`src/hdl/tdp_pkg.sv`:
```
// tdp_pkg: command and status types shared by the prime test controller and datapath
// no dependencies
package tdp_pkg;

  typedef struct packed {
    logic load;
    logic start_div;
    logic div_step;
    logic next_divisor;
    logic write_result;
    logic res_prime;
    logic res_found;
  } tdp_cmd_t;

  typedef struct packed {
    logic n_small;
    logic sq_gt_n;
    logic div_last;
    logic rem_zero;
  } tdp_sts_t;

endpackage

```
`src/hdl/tdp_datapath.sv`:
```
// tdp_datapath: candidate divisor, running square, bit-serial remainder and result registers
// depends on tdp_pkg
module tdp_datapath #(
  parameter int NUMBER_BITS = 31
) (
  input  logic                   clk,
  input  logic                   rst_n,
  input  tdp_pkg::tdp_cmd_t      cmd,
  output tdp_pkg::tdp_sts_t      sts,
  input  logic [NUMBER_BITS-1:0] number,
  output logic                   out_is_prime,
  output logic                   out_divisor_found,
  output logic [NUMBER_BITS-1:0] out_divisor
);
  import tdp_pkg::*;

  localparam int BIT_W = $clog2(NUMBER_BITS);
  localparam int SQ_W  = NUMBER_BITS + 1;

  logic [NUMBER_BITS-1:0] n_r, n_nxt;
  logic [NUMBER_BITS-1:0] d_r, d_nxt;
  logic [SQ_W-1:0]        sq_r, sq_nxt;
  logic [NUMBER_BITS-1:0] rem_r, rem_nxt;
  logic [BIT_W-1:0]       bit_r, bit_nxt;
  logic                   prime_r, prime_nxt;
  logic                   found_r, found_nxt;
  logic [NUMBER_BITS-1:0] div_r, div_nxt;

  logic [SQ_W-1:0] rem_shift;
  logic [SQ_W-1:0] d_ext;
  logic [SQ_W-1:0] rem_diff;

  assign rem_shift = {rem_r, n_r[bit_r]};
  assign d_ext     = {1'b0, d_r};
  assign rem_diff  = rem_shift - d_ext;

  assign sts.n_small  = (n_r[NUMBER_BITS-1:1] == '0);
  assign sts.sq_gt_n  = (sq_r > {1'b0, n_r});
  assign sts.div_last = (bit_r == '0);
  assign sts.rem_zero = (rem_r == '0);

  always_comb begin
    n_nxt     = n_r;
    d_nxt     = d_r;
    sq_nxt    = sq_r;
    rem_nxt   = rem_r;
    bit_nxt   = bit_r;
    prime_nxt = prime_r;
    found_nxt = found_r;
    div_nxt   = div_r;
    if (cmd.load) begin
      n_nxt  = number;
      d_nxt  = NUMBER_BITS'(2);
      sq_nxt = SQ_W'(4);
    end
    if (cmd.start_div) begin
      rem_nxt = '0;
      bit_nxt = BIT_W'(NUMBER_BITS - 1);
    end
    if (cmd.div_step) begin
      if (rem_shift >= d_ext) begin
        rem_nxt = rem_diff[NUMBER_BITS-1:0];
      end else begin
        rem_nxt = rem_shift[NUMBER_BITS-1:0];
      end
      bit_nxt = bit_r - BIT_W'(1);
    end
    if (cmd.next_divisor) begin
      d_nxt  = d_r + NUMBER_BITS'(1);
      sq_nxt = sq_r + {d_r, 1'b1};
    end
    if (cmd.write_result) begin
      prime_nxt = cmd.res_prime;
      found_nxt = cmd.res_found;
      div_nxt   = cmd.res_found ? d_r : '0;
    end
  end

  always_ff @(posedge clk) begin
    if (!rst_n) begin
      n_r     <= '0;
      d_r     <= NUMBER_BITS'(2);
      sq_r    <= SQ_W'(4);
      rem_r   <= '0;
      bit_r   <= '0;
      prime_r <= 1'b0;
      found_r <= 1'b0;
      div_r   <= '0;
    end else begin
      n_r     <= n_nxt;
      d_r     <= d_nxt;
      sq_r    <= sq_nxt;
      rem_r   <= rem_nxt;
      bit_r   <= bit_nxt;
      prime_r <= prime_nxt;
      found_r <= found_nxt;
      div_r   <= div_nxt;
    end
  end

  assign out_is_prime      = prime_r;
  assign out_divisor_found = found_r;
  assign out_divisor       = div_r;

  a_start_bit: assert property (@(posedge clk) disable iff (!rst_n)
    cmd.start_div |=> (bit_r == BIT_W'(NUMBER_BITS - 1)))
    else $error("divider did not start at the top bit");

  a_prime_bound: assert property (@(posedge clk) disable iff (!rst_n)
    (cmd.write_result && cmd.res_prime) |-> (sts.sq_gt_n && !sts.n_small))
    else $error("prime reported before the square bound was passed");

  a_found_zero: assert property (@(posedge clk) disable iff (!rst_n)
    (cmd.write_result && cmd.res_found) |-> (sts.rem_zero && d_r >= NUMBER_BITS'(2)))
    else $error("divisor reported with nonzero remainder");
endmodule

```
`config.mk`:
```
export PLATFORM = sky130hd
export DESIGN_NAME = tdp_datapath
export DESIGN_NICKNAME = d
export VERILOG_FILES = /design/src/hdl/tdp_pkg.sv /design/src/hdl/tdp_datapath.sv
export SDC_FILE = /design/constraint.sdc
export NUM_CORES = 1
export LEC_CHECK = 0
export BUFFER_PORTS_ARGS = -buffer_cell sky130_fd_sc_hd__clkbuf_2
export CORE_MARGIN = 2
export CORE_UTILIZATION = 47
export CTS_BUF_LIST = sky130_fd_sc_hd__clkbuf_8
export DETAILED_ROUTE_END_ITERATION = 8
export PLACE_DENSITY_LB_ADDON = 0.12
export SYNTH_ARGS = -nofsm -noshare
export SYNTH_HDL_FRONTEND = slang
export SYNTH_SLANG_ARGS = --single-unit
```
`constraint.sdc`:
```
create_clock -name clk -period 10.4 [get_ports clk]
set_input_delay 2.08 -clock clk [delete_from_list [all_inputs] [get_ports clk]]
set_output_delay 2.08 -clock clk [all_outputs]
set_load 0.1 [all_outputs]
```
---- Word level (Yosys, flattened, before mapping) ----
Cells that the tools add are included.
storage, ports and cells
  logic and storage cells ................. 32
  output and inout port bits .............. 37
  flip-flop bits (word level) ............. 163
  bits of input ports ..................... 40
operators by class
  magnitude comparators ................... 3
  muxes and demuxes ....................... 12
  $add $sub $neg .......................... 4
  reduce and logical (&&, ||, !) cells .... 5
operators with widths
  cell                   count
  $mux 31                6
  $mux 32                2
  $add 32x32->32         1
  $ge 32x31->1           1
  $gt 32x31->1           1
  $add 31x1->31 const B  1
  $logic_not 31->1       1
  $sub 31x31->31         1
  $logic_not 30->1       1
  $mux 5                 2
  $lt 5x6->1 const B     1
  $bmux 1 s5             1
  $logic_not 5->1        1
  $sub 5x1->5 const B    1
  $reduce_bool 2->1      2
  $mux 1                 1

---- Longest topological paths before layout ----
Gate-level depths: netlist of the first run.
  word-level depth ........................ 5
  gate-level depth with buffers ........... 19

---- Least setup slack after synthesis of the first run ----
Ideal clock, no wire load.
  kind .................................... register -> output
  start point ............................. register bit_r[0]
  end point ............................... output port sts[1] in the netlist's numbering
  buffers on the path ..................... 1
  required time ........................... 8.320 ns
  setup slack ............................. 4.394 ns
  cell stages (with the launch flop) ...... 5
  arrival time ............................ 3.926 ns
  cell sequence ........................... dfxtp_1 buf_1 inv_1 ha_1 nor4b_1
RTL lines
  what                    line                RTL
  from (decl)             tdp_datapath.sv:24  logic [BIT_W-1:0] bit_r, bit_nxt;
  from (signal assigned)  tdp_datapath.sv:94  bit_r <= bit_nxt;
  to (decl)               tdp_datapath.sv:9   output tdp_pkg::tdp_sts_t sts,

==> results.toml, run 1 <==
[final_layout]
drive_gt1_frac = 0.0988
utilization = 0.514
seq_area_um2 = 3260
area_delta_synth_final_pct = 8.21
layout_common_cells = "dfxtp_1 (163), nor2_1 (146), nand2_1 (122), a21oi_1 (119), ha_1 (95)"
diodes = 0
final_nets = 1510
layout.cells.non_filler = 1671
final_common_cell = "dfxtp_1"
fill_cells = 2188
multi_input_comb_area_um2 = 6830

[sta]
period_minus_slack_ns = 5.15
setup_slack_ns = 5.25
period_share = 0.496
tightest_slew_ns = 1.29
setup_tns_ns = 0
setup_viol = 0
slew_headroom = 0.141
clock_skew_ns = 0.0168
hold_viol = 0
timing.fmax_mhz = 194
rsz0062_at_grt = "false"
slew_viol_final = 0

[clocking]
clk_pin_slew_ns = 0.09
insertion_delay_ns = 0.48
cts_sinks = 163
cts_setup_buffers = 0
root_buffer = "clkbuf_8"
cts_made_buffers = 17
htree_levels = 4
cts_resized = 0
ctsLongestPathBuffers = 2
cts_tree = "yes"
hold_buffers = 0

[floorplanning]
ios = 77
die_area_um2 = 24000
initial_core_util = 0.475
rows = 55
die_h_um = 155
core_area_um2 = 22500
fp.dieW_um = 155

[run_status]
status = "finished clean"

[critical_path]
critPathMaxFanout = 4
cp.required_ns = 8.32
worstSetupStartpointType = "flip-flop"
worstSetupEndpointType = "primary output"
worstSetupPathType = "flip-flop to primary output"
cp.arrival_ns = 3.07

[yosys]
ys_seq_elements = 163
netlist_area_um2 = 10700
synthAdderAreaFrac = 0.115
synthArstFlopShare = 0
yosysUniqueCellTypes = 69
synth_compound_area_frac = 0.211
synth_xor_area_frac = 0.0410
yosysTopAreaCellShare = 0.305
synth_nets = 1475
muxShareOfSynthArea = 0.0698
synth_top_family_by_area = "compound AO/OA/AOI/OAI gates"
synth_top_area_cell = "dfxtp_1"
ys.flop_type = "dfxtp_1"
ys_seq_area_frac = 0.305
yosys_warnings = 0
yosys.area_share.simple = 0.203
synth_area_leaders = "dfxtp_1 (31%), ha_1 (11%), a21oi_1 (5.6%)"
synth_cells = 1338
synth_edf_count = 0
synth_area_per_cell_um2 = 7.98

[power]
power_w = 0.00282
ir_drop_mv = 0.238
p_leak_nw = 5.06
p_per_area_nw_per_um2 = 244

[routing]
remaining_drc_errors = 0
drtIter0Drc = 631
viasPerCell = 5.76
wirelength_mm = 28.2
wl_per_cell_um = 16.9
firstDrtPassIters = 6
vias = 9626
ant_nets = 0

[grt]
grt_max_degree = 78
globalRouteOverflowTotal = 0
grt_usage = 0.237
grt_pass1_wl_mm = 46.0
grt_pass1_vias = 8783
antenna_found_initial = 0

[place]
placed_cells = 1639
place.gp.congestion = 0.903
port_buffers = 76
dp_hpwl_mm = 20.8
pre_cts_ws_ns = 5.49

[min_path]
hp-class = "flip-flop to flip-flop"

[job]
max_cap_viol_count = 0
[logic make-up (layout without fill, tap and decap cells)]
kind of cell	after synthesis	after routing
multiplexers	63	63
flip-flops	163	163
AO/OA/AOI/OAI	364	364
adder cells (fa/ha/maj)	97	97
AND/OR/NAND/NOR	456	456
XOR/XNOR	50	50
buffers and inverters	145	193
[critical path: stages (launching register included)]
cell	delay [ns]
dfxtp_1	0.38
inv_1	0.06
ha_1	0.31
a21o_1	0.16
a21o_1	0.17
a21o_1	0.17
a21o_1	0.17
a21oi_1	0.14
nor2b_1	0.05
o21ai_0	0.14
nand2b_1	0.11
a211oi_1	0.22
a211oi_1	0.13
clkbuf_2	0.39
[per-stage QoR]
| stage | hold WS, ns | area, um2 |
|---|---|---|
| 2_1_floorplan | 0.448 | 10700 |
| 3_3_place_gp | 0.481 | 11200 |
| 3_5_place_dp | 0.488 | 11200 |
| 4_1_cts | 0.500 | 11600 |
| 5_1_grt | 0.532 | 11600 |
| 6_report | 0.498 | 11600 |
[per-layer routing]
metal  share of wire  vias to the layer above  GRT usage
met2            0.45                      204      0.383
met5               0                        -          0
met3           0.036                       32     0.0328
met1            0.49                     4522      0.333
met4           0.016                        0     0.0635
li1                -                     4868          -
[synthesized netlist by cell type, types with 31 or more instances]
master and n:
dfxtp_1 163, nand2_1 122, nor2_1 146, nand3_1 38
inv_1 80, a22oi_1 31, ha_1 95, a21oi_1 119
o21ai_0 77, mux2i_1 52, clkbuf_1 50, a21o_1 49
[cell type report]
type,count,area share
clock buffer,19,0.0226
timing repair buffer,81,0.0362
tap,285,0.0308
inverter,80,0.0261
sequential,163,0.282
clock inverter,13,0.0108
multi-input combinational,1030,0.591
[flip-flops by register name (all words and copies together) (netlist names)]
name and flops:
sq_r 32, d_r 31, n_r 31, out_divisor 31, rem_r 31, bit_r 5, out_divisor_found 1, out_is_prime 1
[report_power, final]
group | switching, W | internal (W)
Clock | 0.000269 | 0.000205
Combinational | 0.000890 | 0.000685
Sequential | 0.0000790 | 0.000690
Total | 0.00124 | 0.00158
[worst paths after layout]
path,cells past startpoint,end,slack [ns],from
hold / removal,2,rem_r[1],0.50,rem_r[1]
setup reg to reg,15,rem_r[30],5.50,bit_r[0]
setup / recovery,13,sts[2],5.25,n_r[17]
hold reg to reg,2,rem_r[1],0.50,rem_r[1]
Power figures use the tool's default switching activity.
==> inputs of run 2 (changes only) <==
clock period = 5.3 ns   (was 10.4 ns; I/O delays follow)
==> results.toml, run 2 (synthesized netlist as in run 1, its figures left out) <==
[place]
pre_cts_ws_ns = 0.451
placed_cell_area_um2 = 11200
place.gp.congestion = 0.898
port_buffers = 76
dp_hpwl_mm = 21.2

[final_layout]
diodes = 0
drive_gt1_frac = 0.100
layout_common_cells = "dfxtp_1 (163), nor2_1 (146), nand2_1 (122), a21oi_1 (119), ha_1 (95)"
final_nets = 1513
area_delta_synth_final_pct = 8.22
design_area_um2 = 11600
largest_register = "sq_r"
seq_area_um2 = 3260
largest_reg_flops = 32
fill_cells = 2266
multi_input_comb_area_um2 = 6830
final_common_cell = "dfxtp_1"

[critical_path]
cp.required_ns = 5.67
cpMostUsedCell = "mux4_2"
path_cells = "mux4_2 > mux4_2 > mux2i_1 > ha_1 > fa_1 > nor2b_1 > o21ai_2 > a21oi_1 > o211ai_1 > a31oi_1 > or3_1 > a31o_2 > buf_4 > nand2_2 > o22ai_1 > a22o_1"
critPathMaxFanout = 23
rr_worst_depth = 16
cp_slowest_cell = "dfxtp_1"
critPathMaxStageDelay_ns = 0.72
worstSetupPathType = "flip-flop to flip-flop"
cp.arrival_ns = 5.23
worstSetupStartpointType = "flip-flop"
worstSetupEndpointType = "flip-flop"

[power]
p_per_area_nw_per_um2 = 480
power_w = 0.00555
ir_drop_mv = 0.310
p_leak_nw = 5.07

[routing]
firstDrtPassIters = 5
vias = 9539
wl_per_cell_um = 17.1
ant_nets = 0
remaining_drc_errors = 0
drtIter0Drc = 591
viasPerCell = 5.70
wirelength_mm = 28.6

[floorplanning]
core_area_um2 = 22500
fp.dieW_um = 155
initial_core_util = 0.475
die_h_um = 155
die_area_um2 = 24000
rows = 55
ios = 77

[grt]
grt_pass1_vias = 8858
grt_pass1_wl_mm = 46.5
antenna_found_initial = 0
grt_max_degree = 74
grt_usage = 0.240
globalRouteOverflowTotal = 0

[job]
max_cap_viol_count = 0

[clocking]
cts_sinks = 163
clk_pin_slew_ns = 0.10
insertion_delay_ns = 0.48
cts_resized = 0
ctsLongestPathBuffers = 2
cts_made_buffers = 17
cts_tree = "yes"
htree_levels = 4
hold_buffers = 0
cts_setup_buffers = 0
root_buffer = "clkbuf_8"

[sta]
setup_slack_ns = 0.440
setup_tns_ns = 0
tightest_slew_ns = 0.915
timing.fmax_mhz = 206
rsz0062_at_grt = "false"
slew_viol_final = 0
hold_viol = 0
setup_viol = 0
clock_skew_ns = 0.0141
period_minus_slack_ns = 4.86
slew_headroom = 0.389
period_share = 0.917
timing.hold.ws_ns = 0.498

[min_path]
hp-class = "flip-flop to flip-flop"
hold_depth = 2

[run_status]
status = "finished clean"
[run 2: critical path: cells and delay by family (launching register included)]
family	cells	cell delay, ns
simple gates	3	0.51
flops	1	0.72
fa+ha+maj	2	0.47
mux	3	1.43
compound gates	7	1.34
buf+inv	1	0.27
[run 2: per-stage QoR]
stage	util	cells
after global routing	0.514	1674
after floorplan	-	1338
after detailed placement	0.498	1642
final	0.514	1674
after global placement	0.498	1642
after CTS	0.514	1674
[run 2: path summary, 6_finish.rpt]
check | end | from | slack, ns
worst min-delay path | sq_r[29] | sq_r[29] | 0.50
worst max-delay path | rem_r[9] | bit_r[0] | 0.44
worst min register to register | sq_r[29] | sq_r[29] | 0.50
worst max register to register | rem_r[9] | bit_r[0] | 0.44
[run 2: cell type report]
cell class,instances,area share
Clock inverter,15,0.0114
Tap cell,285,0.0308
Clock buffer,17,0.0202
Timing Repair Buffer,84,0.0381
Multi-Input combinational cell,1030,0.591
Inverter,80,0.0261
Sequential cell,163,0.282
[run 2: routing by layer]
| layer | global-route usage | part of all wire | vias to the layer above |
|---|---|---|---|
| met5 | 0 | 0 | - |
| met4 | 0.0481 | 0.011 | 0 |
| met3 | 0.0381 | 0.044 | 19 |
| met2 | 0.385 | 0.45 | 193 |
| met1 | 0.342 | 0.49 | 4467 |
| li1 | - | - | 4860 |
[run 2: where the power goes]
group	leakage (nW)	internal [W]	switching, W
registers	1.33	0.00135	0.000155
logic	3.56	0.00137	0.00176
clock network	0.187	0.000375	0.000525
total	5.07	0.00310	0.00244
